==> src/sfxc_pkg.sv <==
`timescale 1ns / 1ps
// ----------------------------------------------------------------------------
// sfxc_pkg: shared types and codes for the sync frame XOR check forwarder
// Item structs for both channels, mode and status codes, defaults.
// ----------------------------------------------------------------------------
package sfxc_pkg;

  // Input item modes
  localparam logic [1:0] MODE_RX         = 2'd0;
  localparam logic [1:0] MODE_TX_DONE    = 2'd1;
  localparam logic [1:0] MODE_TX_TIMEOUT = 2'd2;
  localparam logic [1:0] MODE_OTHER      = 2'd3;

  // Result status codes, also used as the front-to-back command code
  localparam logic [1:0] ST_FWD  = 2'd0;
  localparam logic [1:0] ST_FAIL = 2'd1;
  localparam logic [1:0] ST_DROP = 2'd2;

  // Defaults
  localparam int          PAYLOAD_BYTES_DEF = 20;
  localparam logic [7:0]  FRAME_START_RESET = 8'hAA;

  typedef logic [1:0] cmd_t;

  typedef struct packed {
    logic [1:0] mode;
    logic [7:0] data_byte;
  } in_item_t;

  typedef struct packed {
    logic [1:0] status;
    logic [7:0] out_byte;
    logic       last;
  } out_item_t;

  // Command queue status seen by the front end
  typedef struct packed {
    logic full;
    logic has_fwd;
  } cq_stat_t;

endpackage

==> src/sfxc_cmdq.sv <==
`timescale 1ns / 1ps
// ----------------------------------------------------------------------------
// sfxc_cmdq: two-entry command queue between front and back end
// Holds forward, fail and drop commands; reports whether a forward is queued.
// ----------------------------------------------------------------------------
module sfxc_cmdq (
  input  logic              clk,
  input  logic              rst_n,
  input  logic              push,
  input  sfxc_pkg::cmd_t    push_cmd,
  input  logic              pop,
  output logic              head_valid,
  output sfxc_pkg::cmd_t    head_cmd,
  output sfxc_pkg::cq_stat_t stat
);
  import sfxc_pkg::*;

  cmd_t       entry_r [2];
  logic       wr_ptr_r, wr_ptr_nxt;
  logic       rd_ptr_r, rd_ptr_nxt;
  logic [1:0] cnt_r, cnt_nxt;
  logic       do_push, do_pop;
  logic [1:0] slot_v;

  assign do_push = push && (cnt_r != 2'd2);
  assign do_pop  = pop && (cnt_r != 2'd0);

  // Occupancy of each slot
  always_comb begin
    slot_v[0] = (cnt_r == 2'd2) || ((cnt_r == 2'd1) && (rd_ptr_r == 1'b0));
    slot_v[1] = (cnt_r == 2'd2) || ((cnt_r == 2'd1) && (rd_ptr_r == 1'b1));
  end

  assign head_valid   = (cnt_r != 2'd0);
  assign head_cmd     = entry_r[rd_ptr_r];
  assign stat.full    = (cnt_r == 2'd2);
  assign stat.has_fwd = (slot_v[0] && (entry_r[0] == ST_FWD)) ||
                        (slot_v[1] && (entry_r[1] == ST_FWD));

  // Advance pointers and count
  always_comb begin
    wr_ptr_nxt = do_push ? ~wr_ptr_r : wr_ptr_r;
    rd_ptr_nxt = do_pop  ? ~rd_ptr_r : rd_ptr_r;
    cnt_nxt    = cnt_r + {1'b0, do_push} - {1'b0, do_pop};
  end

  always_ff @(posedge clk) begin
    if (!rst_n) begin
      wr_ptr_r <= 1'b0;
      rd_ptr_r <= 1'b0;
      cnt_r    <= 2'd0;
    end else begin
      wr_ptr_r <= wr_ptr_nxt;
      rd_ptr_r <= rd_ptr_nxt;
      cnt_r    <= cnt_nxt;
    end
  end

  // Store the pushed command
  always_ff @(posedge clk) begin
    if (do_push) begin
      entry_r[wr_ptr_r] <= push_cmd;
    end
  end

endmodule

==> src/sfxc_front.sv <==
`timescale 1ns / 1ps
// ----------------------------------------------------------------------------
// sfxc_front: frame parser
// Hunts for sync, writes payload bytes, checks the XOR and issues commands.
// ----------------------------------------------------------------------------
module sfxc_front #(
  parameter int PAYLOAD_BYTES = sfxc_pkg::PAYLOAD_BYTES_DEF,
  parameter int IDX_W         = (PAYLOAD_BYTES > 1) ? $clog2(PAYLOAD_BYTES) : 1
) (
  input  logic                clk,
  input  logic                rst_n,
  input  logic                push,
  output logic                full,
  input  sfxc_pkg::in_item_t  in_data,
  input  logic                cfg_valid,
  output logic                cfg_ready,
  input  logic [7:0]          cfg_data,
  input  sfxc_pkg::cq_stat_t  cq_stat,
  input  logic                back_active,
  output logic                cmd_push,
  output sfxc_pkg::cmd_t      cmd_code,
  output logic                mem_we,
  output logic [IDX_W-1:0]    mem_waddr,
  output logic [7:0]          mem_wdata
);
  import sfxc_pkg::*;

  localparam int CNT_W = $clog2(PAYLOAD_BYTES + 1);

  localparam logic [1:0] PH_HUNT  = 2'd0;
  localparam logic [1:0] PH_BODY  = 2'd1;
  localparam logic [1:0] PH_CHECK = 2'd2;

  logic [1:0]       phase_r, phase_nxt;
  logic [CNT_W-1:0] cnt_r, cnt_nxt;
  logic [7:0]       xor_r, xor_nxt;
  logic             busy_r, busy_nxt;
  logic [7:0]       sync_r;
  logic             accept;
  logic             fwd_pending;

  // A payload byte may not overwrite the store while a burst still reads it
  assign fwd_pending = cq_stat.has_fwd || back_active;
  assign full        = cq_stat.full || ((phase_r == PH_BODY) && fwd_pending);
  assign accept      = push && !full;
  assign cfg_ready   = 1'b1;

  assign mem_waddr = cnt_r[IDX_W-1:0];
  assign mem_wdata = in_data.data_byte;

  // Parse one transaction
  always_comb begin
    phase_nxt = phase_r;
    cnt_nxt   = cnt_r;
    xor_nxt   = xor_r;
    busy_nxt  = busy_r;
    cmd_push  = 1'b0;
    cmd_code  = ST_FWD;
    mem_we    = 1'b0;
    if (accept) begin
      unique case (in_data.mode)
        MODE_TX_DONE, MODE_TX_TIMEOUT: begin
          busy_nxt = 1'b0;
        end
        MODE_RX: begin
          unique case (phase_r)
            PH_BODY: begin
              mem_we  = 1'b1;
              xor_nxt = xor_r ^ in_data.data_byte;
              cnt_nxt = cnt_r + CNT_W'(1);
              if (cnt_nxt == CNT_W'(PAYLOAD_BYTES)) begin
                phase_nxt = PH_CHECK;
              end
            end
            PH_CHECK: begin
              cmd_push  = 1'b1;
              phase_nxt = PH_HUNT;
              if (in_data.data_byte != xor_r) begin
                cmd_code = ST_FAIL;
              end else if (busy_r) begin
                cmd_code = ST_DROP;
              end else begin
                cmd_code = ST_FWD;
                busy_nxt = 1'b1;
              end
            end
            default: begin
              if (in_data.data_byte == sync_r) begin
                cnt_nxt   = '0;
                xor_nxt   = 8'h00;
                phase_nxt = PH_BODY;
              end else begin
                phase_nxt = PH_HUNT;
              end
            end
          endcase
        end
        default: begin
          busy_nxt = busy_r;
        end
      endcase
    end
  end

  always_ff @(posedge clk) begin
    if (!rst_n) begin
      phase_r <= PH_HUNT;
      cnt_r   <= '0;
      xor_r   <= 8'h00;
      busy_r  <= 1'b0;
      sync_r  <= FRAME_START_RESET;
    end else begin
      phase_r <= phase_nxt;
      cnt_r   <= cnt_nxt;
      xor_r   <= xor_nxt;
      busy_r  <= busy_nxt;
      if (cfg_valid && cfg_ready) begin
        sync_r <= cfg_data;
      end
    end
  end

endmodule

==> src/sfxc_back.sv <==
`timescale 1ns / 1ps
// ----------------------------------------------------------------------------
// sfxc_back: command executor
// Holds the payload store, turns commands into results and queues them out.
// ----------------------------------------------------------------------------
module sfxc_back #(
  parameter int PAYLOAD_BYTES = sfxc_pkg::PAYLOAD_BYTES_DEF,
  parameter int IDX_W         = (PAYLOAD_BYTES > 1) ? $clog2(PAYLOAD_BYTES) : 1
) (
  input  logic                 clk,
  input  logic                 rst_n,
  input  logic                 mem_we,
  input  logic [IDX_W-1:0]     mem_waddr,
  input  logic [7:0]           mem_wdata,
  input  logic                 cmd_valid,
  input  sfxc_pkg::cmd_t       cmd_code,
  output logic                 cmd_pop,
  output logic                 active,
  output logic                 empty,
  input  logic                 pop,
  output sfxc_pkg::out_item_t  out_data
);
  import sfxc_pkg::*;

  logic [7:0]       mem [PAYLOAD_BYTES];
  logic [7:0]       rd_q;

  logic             act_r, act_nxt;
  logic [IDX_W-1:0] idx_r, idx_nxt;

  logic             s1_v_r, s1_v_nxt;
  logic [1:0]       s1_st_r, s1_st_nxt;
  logic             s1_last_r, s1_last_nxt;

  out_item_t        ofifo_r [2];
  logic             owr_r, ord_r;
  logic [1:0]       ocnt_r, ocnt_nxt;
  logic             o_pop;
  out_item_t        s1_item;

  logic [1:0]       occ;
  logic             can_issue;
  logic             rd_en;
  logic [IDX_W-1:0] rd_addr;

  // Issue only when the result path has a free slot for it
  assign occ       = ocnt_r + {1'b0, s1_v_r};
  assign can_issue = (occ < 2'd2);
  assign active    = act_r;

  // Sequence commands and burst reads
  always_comb begin
    act_nxt     = act_r;
    idx_nxt     = idx_r;
    s1_v_nxt    = 1'b0;
    s1_st_nxt   = s1_st_r;
    s1_last_nxt = s1_last_r;
    cmd_pop     = 1'b0;
    rd_en       = 1'b0;
    rd_addr     = idx_r;
    if (can_issue) begin
      if (act_r) begin
        rd_en       = 1'b1;
        s1_v_nxt    = 1'b1;
        s1_st_nxt   = ST_FWD;
        s1_last_nxt = (idx_r == IDX_W'(PAYLOAD_BYTES - 1));
        if (s1_last_nxt) begin
          act_nxt = 1'b0;
        end else begin
          idx_nxt = idx_r + IDX_W'(1);
        end
      end else if (cmd_valid) begin
        cmd_pop   = 1'b1;
        s1_v_nxt  = 1'b1;
        s1_st_nxt = cmd_code;
        if (cmd_code == ST_FWD) begin
          rd_en       = 1'b1;
          rd_addr     = '0;
          s1_last_nxt = (PAYLOAD_BYTES == 1);
          if (PAYLOAD_BYTES > 1) begin
            act_nxt = 1'b1;
            idx_nxt = IDX_W'(1);
          end
        end else begin
          s1_last_nxt = 1'b1;
        end
      end
    end
  end

  always_ff @(posedge clk) begin
    if (!rst_n) begin
      act_r  <= 1'b0;
      s1_v_r <= 1'b0;
    end else begin
      act_r  <= act_nxt;
      s1_v_r <= s1_v_nxt;
    end
  end

  always_ff @(posedge clk) begin
    idx_r     <= idx_nxt;
    s1_st_r   <= s1_st_nxt;
    s1_last_r <= s1_last_nxt;
  end

  // Payload store: one write port from the parser, one registered read port
  always_ff @(posedge clk) begin
    if (mem_we) begin
      mem[mem_waddr] <= mem_wdata;
    end
    if (rd_en) begin
      rd_q <= mem[rd_addr];
    end
  end

  // Assemble the result transaction
  always_comb begin
    s1_item.status   = s1_st_r;
    s1_item.out_byte = (s1_st_r == ST_FWD) ? rd_q : 8'h00;
    s1_item.last     = s1_last_r;
  end

  // Output queue
  assign o_pop    = pop && (ocnt_r != 2'd0);
  assign empty    = (ocnt_r == 2'd0);
  assign out_data = ofifo_r[ord_r];
  assign ocnt_nxt = ocnt_r + {1'b0, s1_v_r} - {1'b0, o_pop};

  always_ff @(posedge clk) begin
    if (!rst_n) begin
      owr_r  <= 1'b0;
      ord_r  <= 1'b0;
      ocnt_r <= 2'd0;
    end else begin
      ocnt_r <= ocnt_nxt;
      if (s1_v_r) begin
        owr_r <= ~owr_r;
      end
      if (o_pop) begin
        ord_r <= ~ord_r;
      end
    end
  end

  always_ff @(posedge clk) begin
    if (s1_v_r) begin
      ofifo_r[owr_r] <= s1_item;
    end
  end

endmodule

==> src/sync_frame_xor_check_forwarder_unit.sv <==
`timescale 1ns / 1ps
// ----------------------------------------------------------------------------
// sync_frame_xor_check_forwarder_unit: sync-framed payload forwarder
// Parses sync-framed, XOR-checked frames and forwards good payloads.
// ----------------------------------------------------------------------------
// Input transactions are taken at one per cycle; full rises when the two-entry
// command queue is full, and while a payload byte would overwrite a store that
// a forward burst is still reading out (from the check byte of a good frame
// until the last read of its burst is issued). Events and hunt bytes pass
// freely otherwise. A fail or drop gives one result via the command queue, the
// result stage and the output queue; a forward burst gives PAYLOAD_BYTES
// results via the registered store read, each issued only while the result
// stage and the two-entry output queue together still have a free slot.
module sync_frame_xor_check_forwarder_unit #(
  parameter int PAYLOAD_BYTES = sfxc_pkg::PAYLOAD_BYTES_DEF
) (
  input  logic                 clk,
  input  logic                 rst_n,
  input  logic                 push,
  output logic                 full,
  input  sfxc_pkg::in_item_t   in_data,
  output logic                 empty,
  input  logic                 pop,
  output sfxc_pkg::out_item_t  out_data,
  input  logic                 cfg_valid,
  output logic                 cfg_ready,
  input  logic [7:0]           cfg_data
);
  import sfxc_pkg::*;

  localparam int IDX_W = (PAYLOAD_BYTES > 1) ? $clog2(PAYLOAD_BYTES) : 1;

  cq_stat_t         cq_stat;
  logic             cmd_push, cmd_pop, cmd_valid, back_active;
  cmd_t             cmd_in, cmd_head;
  logic             mem_we;
  logic [IDX_W-1:0] mem_waddr;
  logic [7:0]       mem_wdata;

  sfxc_front #(.PAYLOAD_BYTES(PAYLOAD_BYTES), .IDX_W(IDX_W)) u_front (
    .clk        (clk),
    .rst_n      (rst_n),
    .push       (push),
    .full       (full),
    .in_data    (in_data),
    .cfg_valid  (cfg_valid),
    .cfg_ready  (cfg_ready),
    .cfg_data   (cfg_data),
    .cq_stat    (cq_stat),
    .back_active(back_active),
    .cmd_push   (cmd_push),
    .cmd_code   (cmd_in),
    .mem_we     (mem_we),
    .mem_waddr  (mem_waddr),
    .mem_wdata  (mem_wdata)
  );

  sfxc_cmdq u_cmdq (
    .clk       (clk),
    .rst_n     (rst_n),
    .push      (cmd_push),
    .push_cmd  (cmd_in),
    .pop       (cmd_pop),
    .head_valid(cmd_valid),
    .head_cmd  (cmd_head),
    .stat      (cq_stat)
  );

  sfxc_back #(.PAYLOAD_BYTES(PAYLOAD_BYTES), .IDX_W(IDX_W)) u_back (
    .clk      (clk),
    .rst_n    (rst_n),
    .mem_we   (mem_we),
    .mem_waddr(mem_waddr),
    .mem_wdata(mem_wdata),
    .cmd_valid(cmd_valid),
    .cmd_code (cmd_head),
    .cmd_pop  (cmd_pop),
    .active   (back_active),
    .empty    (empty),
    .pop      (pop),
    .out_data (out_data)
  );

endmodule

==> config.mk <==
export PLATFORM = sky130hd
export DESIGN_NAME = sync_frame_xor_check_forwarder_unit
export DESIGN_NICKNAME = d
export VERILOG_FILES = /design/src/sfxc_pkg.sv /design/src/sfxc_cmdq.sv /design/src/sfxc_front.sv /design/src/sfxc_back.sv /design/src/sync_frame_xor_check_forwarder_unit.sv
export SDC_FILE = /design/constraint.sdc
export NUM_CORES = 1
export LEC_CHECK = 0
export BUFFER_PORTS_ARGS = -buffer_cell sky130_fd_sc_hd__clkbuf_2
export CORE_ASPECT_RATIO = 1.4
export CORE_UTILIZATION = 50
export DETAILED_ROUTE_END_ITERATION = 8
export PLACE_DENSITY = 0.78
export SLEW_MARGIN = 20
export SYNTH_ARGS = -nofsm -noshare
export SYNTH_HDL_FRONTEND = slang
export SYNTH_SLANG_ARGS = --single-unit
==> constraint.sdc <==
create_clock -name clk -period 2.7 [get_ports clk]
set_input_delay 0.27 -clock clk [delete_from_list [all_inputs] [get_ports clk]]
set_output_delay 0.27 -clock clk [all_outputs]
set_load 0.01 [all_outputs]
* Word level (Yosys, flattened, before mapping) *
Memory sizes are Yosys's and may differ from the RTL's. A register that Yosys moved wholly into a read port is not among the register bits.
Cells that the tools add are included.

word-level totals
  memories = 3
  RAM bits = 186
  bits in read-only memories = 0
  latch bits = 0
  bits in registers = 42
  output and inout bits = 14
  logic and storage cells = 135

memory list
  name            words  bits a word  rd ports  clocked after memory_dff  write ports  RTL line         RTL
  u_back.mem      20     8            1         1                         1            sfxc_back.sv:25  logic [7:0] mem [PAYLOAD_BYTES];
  u_back.ofifo_r  2      11           1         1                         1            sfxc_back.sv:35  out_item_t ofifo_r [2];
  u_cmdq.entry_r  2      2            3         1                         1            sfxc_cmdq.sv:18  cmd_t entry_r [2];

cells by class
  shift operators = 0
  bitwise logic cells = 6
  $lt $le $gt $ge = 1
  reductions and logical operators = 34
  multipliers = 0
  eq/ne operators = 15
  add/subtract/negate cells = 6
  divide/modulo/power cells = 0
  muxes and demuxes = 54

operator list
  kind                   count
  $mux W5                9
  $mux W1                32
  $mux W8                2
  $pmux W8 S2            1
  $mux W2                7
  $logic_not A2 Y1       6
  $reduce_and A4 Y1      3
  $reduce_bool A2 Y1     6
  $add A5 B1 Y5 const B  2
  $eq A5 B5 Y1 const B   2
  $pmux W5 S2            1
  $logic_and A1 B1 Y1    9
  $eq A8 B8 Y1           1
  $ne A2 B2 Y1 const B   4
  $ne A8 B8 Y1           1
  $xor A8 B8 Y8          1
  $eq A2 B1 Y1 const B   3
  $eq A2 B2 Y1 const B   3
  $logic_or A1 B1 Y1     5
  $not A1 Y1             5
  $add A2 B1 Y2          2
  $pmux W2 S2            1
  $reduce_and A2 Y1      2
  $sub A2 B1 Y2          2
  other kinds (6)        6

* Depth between registers and ports, before layout *
  depth after elaboration = 14
  gate-level depth with buffers = 9
  depth with buffers taken out = 9

* Hierarchy *
A second synthesis with hierarchy kept.

second synthesis, totals
  cells, all modules = 728
  area total of the unflattened synthesis = 10415.0 sq um

by module, submodules not included
  module      cells an instance  area an instance (sq um)  sequential area each (sq um)  instances
  sfxc_back   496                8313.0                    6085.8                        1
  sfxc_front  193                1650.3                    480.5                         1
  sfxc_cmdq   39                 451.7                     220.2                         1

* Least setup slack after synthesis *
Ideal clock, no wire load.

  path type = reg-to-reg
  from = memory u_cmdq.entry_r[0][1] in the netlist's numbering
  to = register u_back.rd_q[5], read port of u_back.mem, data pin
  setup time = 0.275 ns
  required time = 2.425 ns
  stages on the path, launching flop included = 7
  data arrival time = 1.873 ns
  path buffers = 1
  setup slack = 0.552 ns
  period minus slack after synthesis = 2.148 ns
  cells stage by stage = edfxtp_1 or3_4 a2111oi_4 buf_6 nor2_2 o311ai_2 o2111ai_1

RTL lines
  element             RTL line         RTL
  start: declaration  sfxc_cmdq.sv:18
  end: declaration    sfxc_back.sv:26  logic [7:0] rd_q;

==> impl_metrics.env <==
export IMPL_status="finished clean"
export IMPL_drt_iter0_drc=570
export IMPL_slew_viol_final=0
export IMPL_vias=5930
export IMPL_post_route_min_period_ns=2.51
export IMPL_syn_instance_count=681
export IMPL_clkPwrFrac_pct=41.9
export IMPL_cts_buffers=21
export IMPL_path_cells="or3_4 > a2111oi_4 > buf_4 > nor2_1 > o311ai_0 > o2111ai_1"
export IMPL_clk_path_buf_depth=3
export IMPL_critical_path_top_delay_family="compound AO/OA/AOI/OAI gates"
export IMPL_grt_max_degree=24
export IMPL_fin_area_sq_um=11300
export IMPL_min_path_type="input port to register"
export IMPL_finalHoldViolCount=0
export IMPL_clk_pin_slew_ns=0.06
export IMPL_maxCapViolCount=0
export IMPL_routed_via_density=5.86
export IMPL_p_per_area_nw_per_um2=644
export IMPL_hold_start="cfg_data[3]"
export IMPL_cts_tree="yes"
export IMPL_fillers=1431
export IMPL_post_route_util_pct=58.5
export IMPL_r2r_start="u_cmdq.entry_r[0][1]"
export IMPL_tightestPinTransition_ns=0.868
export IMPL_timing_rr_end="u_back.rd_q[3]"
export IMPL_power_leakage_nw=3.93
export IMPL_gp_congestion=0.906
export IMPL_power_internal_w=0.00589
export IMPL_setup_viol=0
export IMPL_drcViolationCount=0
export IMPL_ys_ff_latch=238
export IMPL_htree_num_levels=1
export IMPL_cp_start_kind="register"
export IMPL_seq_power_share_pct=54.9
export IMPL_r2r_setup_slack_ns=0.19
export IMPL_dpl_cell_area_sq_um=10600
export IMPL_diodes=0
export IMPL_yosys_warnings=0
export IMPL_wl_per_cell_microns=20.7
export IMPL_reg2regPathDepth=6
export IMPL_crit_required_ns=2.90
export IMPL_crit_path_end_kind="register"
export IMPL_crit_buf_inv=1
export IMPL_die_x_microns=121
export IMPL_port_buffers=35
export IMPL_grt_pass1_vias=5936
export IMPL_grt_overflow_total=0
export IMPL_syn_num_nets=715
export IMPL_fp_row_count=60
export IMPL_die_height_microns=169
export IMPL_root_buffer="clkbuf_16"
export IMPL_drive_above_1_share_pct=19.8
export IMPL_crit_type="register to register"
export IMPL_ys_seq_area_share_pct=68.2
export IMPL_async_flop_share_pct=0
export IMPL_nets=784
export IMPL_p_comb_share_pct=3.2
export IMPL_gr_usage_all_layers_pct=21.3
export IMPL_max_slew_margin_pct=42.0
export IMPL_grt_setup_unrepaired="false"
export IMPL_antenna_found_initial=0
export IMPL_crit_arrival_ns=2.71
export IMPL_syn_cell_area_sq_um=9950
export IMPL_design_die_area_sq_um=20500
export IMPL_fmax_mhz=399
export IMPL_critical_path_max_stage_delay_ns=0.47
export IMPL_ant_nets=0
export IMPL_syn_area_per_cell_sq_um=14.6
export IMPL_ys_flop_type="edfxtp_1"
export IMPL_start_util_pct=51.4
export IMPL_coreArea_sq_um=19400
export IMPL_whs_endpoint="u_front.sync_r[3]"
export IMPL_clock_latency_ns=0.49
export IMPL_ctsResizeCount=0
export IMPL_slowest_stage="o311ai_0"
export IMPL_drt_wl_total_microns=21000
export IMPL_power_switching_w=0.00140
export IMPL_layout_common_cells="edfxtp_1, nor2_1, buf_4"
export IMPL_final_common_cell="edfxtp_1"
export IMPL_grt_first_pass_wirelength_microns=32800
export IMPL_synth_edf_count=202
export IMPL_final_setup_tns_ns=0
export IMPL_dr_pass1_iters=6
export IMPL_hpwlAfterDp_microns=14300
export IMPL_clock_sinks=238
export IMPL_path_max_fanout=19
export IMPL_syn_to_final_growth_pct=13.9
export IMPL_worstHoldPathCells=3
export IMPL_swShare_pct=19.2
export IMPL_yosys_cell_types_count=53
export IMPL_ir_drop_uv=384
export IMPL_ios=37
export IMPL_finalCritPeriodShare_pct=92.8
export IMPL_skew_ns=0.00749
-- cells in the mapped netlist, drive strengths merged, types with 8 or more instances --
library cell | n | share of area [%]
a211oi | 8 | 0.60
a211o | 9 | 0.79
a21oi | 16 | 0.81
o21ai | 19 | 0.96
nand4 | 8 | 0.50
dfxtp | 36 | 7.2
mux2i | 25 | 2.5
inv | 17 | 0.64
ha | 11 | 1.4
nor2b | 15 | 0.94
nor3 | 8 | 0.40
xnor2 | 24 | 2.1
nand3 | 11 | 0.55
nand2b | 13 | 0.82
edfxtp | 202 | 61
and2 | 19 | 1.2
mux2 | 19 | 2.2
clkbuf | 17 | 0.65
nand2 | 35 | 1.3
mux4 | 18 | 4.1
nor3b | 18 | 1.4
nor2 | 66 | 2.5
buf | 17 | 0.93
-- area by class of cell --
type	instances	area, sq um	share of cell area (%)
flip-flops and latches	238	6790	59.9
multi-input cells	391	2930	25.9
clock buffers	25	541	4.77
repair buffers	80	533	4.71
well taps	248	310	2.74
clock inverters	12	156	1.38
inverters	18	67.6	0.596
-- power groups by stage --
stage	sequential, W	combinational (W)	clock (W)
floorplan	0.00408	0.000122	0
global placement	0.00409	0.000223	0
detailed placement	0.00409	0.000231	0
CTS	0.00401	0.000236	0.00309
global route	0.00401	0.000253	0.00322
finish	0.00401	0.000231	0.00306
-- per-layer routing --
layer	track usage (%)	up-vias	wire length, microns
met5	0	-	0
met4	9.98	0	796
met3	2.56	57	1240
met2	39.6	259	11500
met1	24.1	2926	7420
li1	-	2688	-
-- worst register-to-register path, cell delays in order, from the launching register on --
cell       delay, ns
edfxtp_1        0.42
or3_4           0.42
a2111oi_4       0.33
buf_4           0.28
nor2_1          0.10
o311ai_0        0.47
o2111ai_1       0.20
-- timing repair --
action | in CTS | in global routing
buffers inserted | 0 | 0
hold endpoints to repair | 3 | 0
hold buffers | 3 | 0
-- cells by family (layout without fill, tap and decap cells) --
kind of cell             count (synthesis)  in the layout  synth area share [%]
XOR/XNOR                                28             28                  2.47
buffers and inverters                   52            135                  2.26
multiplexers                            62             62                  8.74
adder cells (fa/ha/maj)                 11             11                  1.38
flip-flops                             238            238                  68.2
AO/OA/AOI/OAI                           82             82                  6.09
other                                    1              1                0.0377
AND/OR/NAND/NOR                        207            207                  10.8
-- how the worst max path moves through the flow --
| stage | from | to | slack [ns] | cells past startpoint |
|---|---|---|---|---|
| 3_3_place_gp | u_cmdq.entry_r[0][1] | u_back.rd_q[0] | 0.31 | 6 |
| 2_1_floorplan | u_cmdq.entry_r[0][1] | u_back.rd_q[5] | 0.55 | 6 |
| 3_5_place_dp | u_cmdq.entry_r[0][1] | u_back.rd_q[0] | 0.32 | 6 |
| 5_1_grt | u_front.phase_r[1] | u_cmdq.cnt_r[1] | 0.09 | 9 |
| 4_1_cts | u_cmdq.entry_r[0][1] | u_back.rd_q[3] | 0.23 | 6 |
| 6_report | u_cmdq.entry_r[0][1] | u_back.rd_q[3] | 0.19 | 6 |
-- sequential cells by signal, indices dropped and copies added, names as in the netlist, 4 cells and up, named ones only --
name / count
u_back.ofifo_r: 22
u_front.mem_waddr: 5
u_front.sync_r: 8
u_front.xor_r: 8
u_cmdq.entry_r: 4
u_back.idx_r: 5
u_back.mem: 160
u_back.rd_q: 8
-- stage by stage --
stage          setup slack (ns)  cells  total power (W)  hold WS [ns]
3_3_place_gp              0.308    972          0.00431         0.427
2_1_floorplan             0.552    681          0.00420         0.369
4_1_cts                   0.234   1012          0.00733       0.00944
5_1_grt                  0.0860   1012          0.00748        0.0347
3_5_place_dp              0.318    972          0.00432         0.434
6_report                  0.194   1012          0.00729        0.0220
Power figures use the tool's default switching activity.
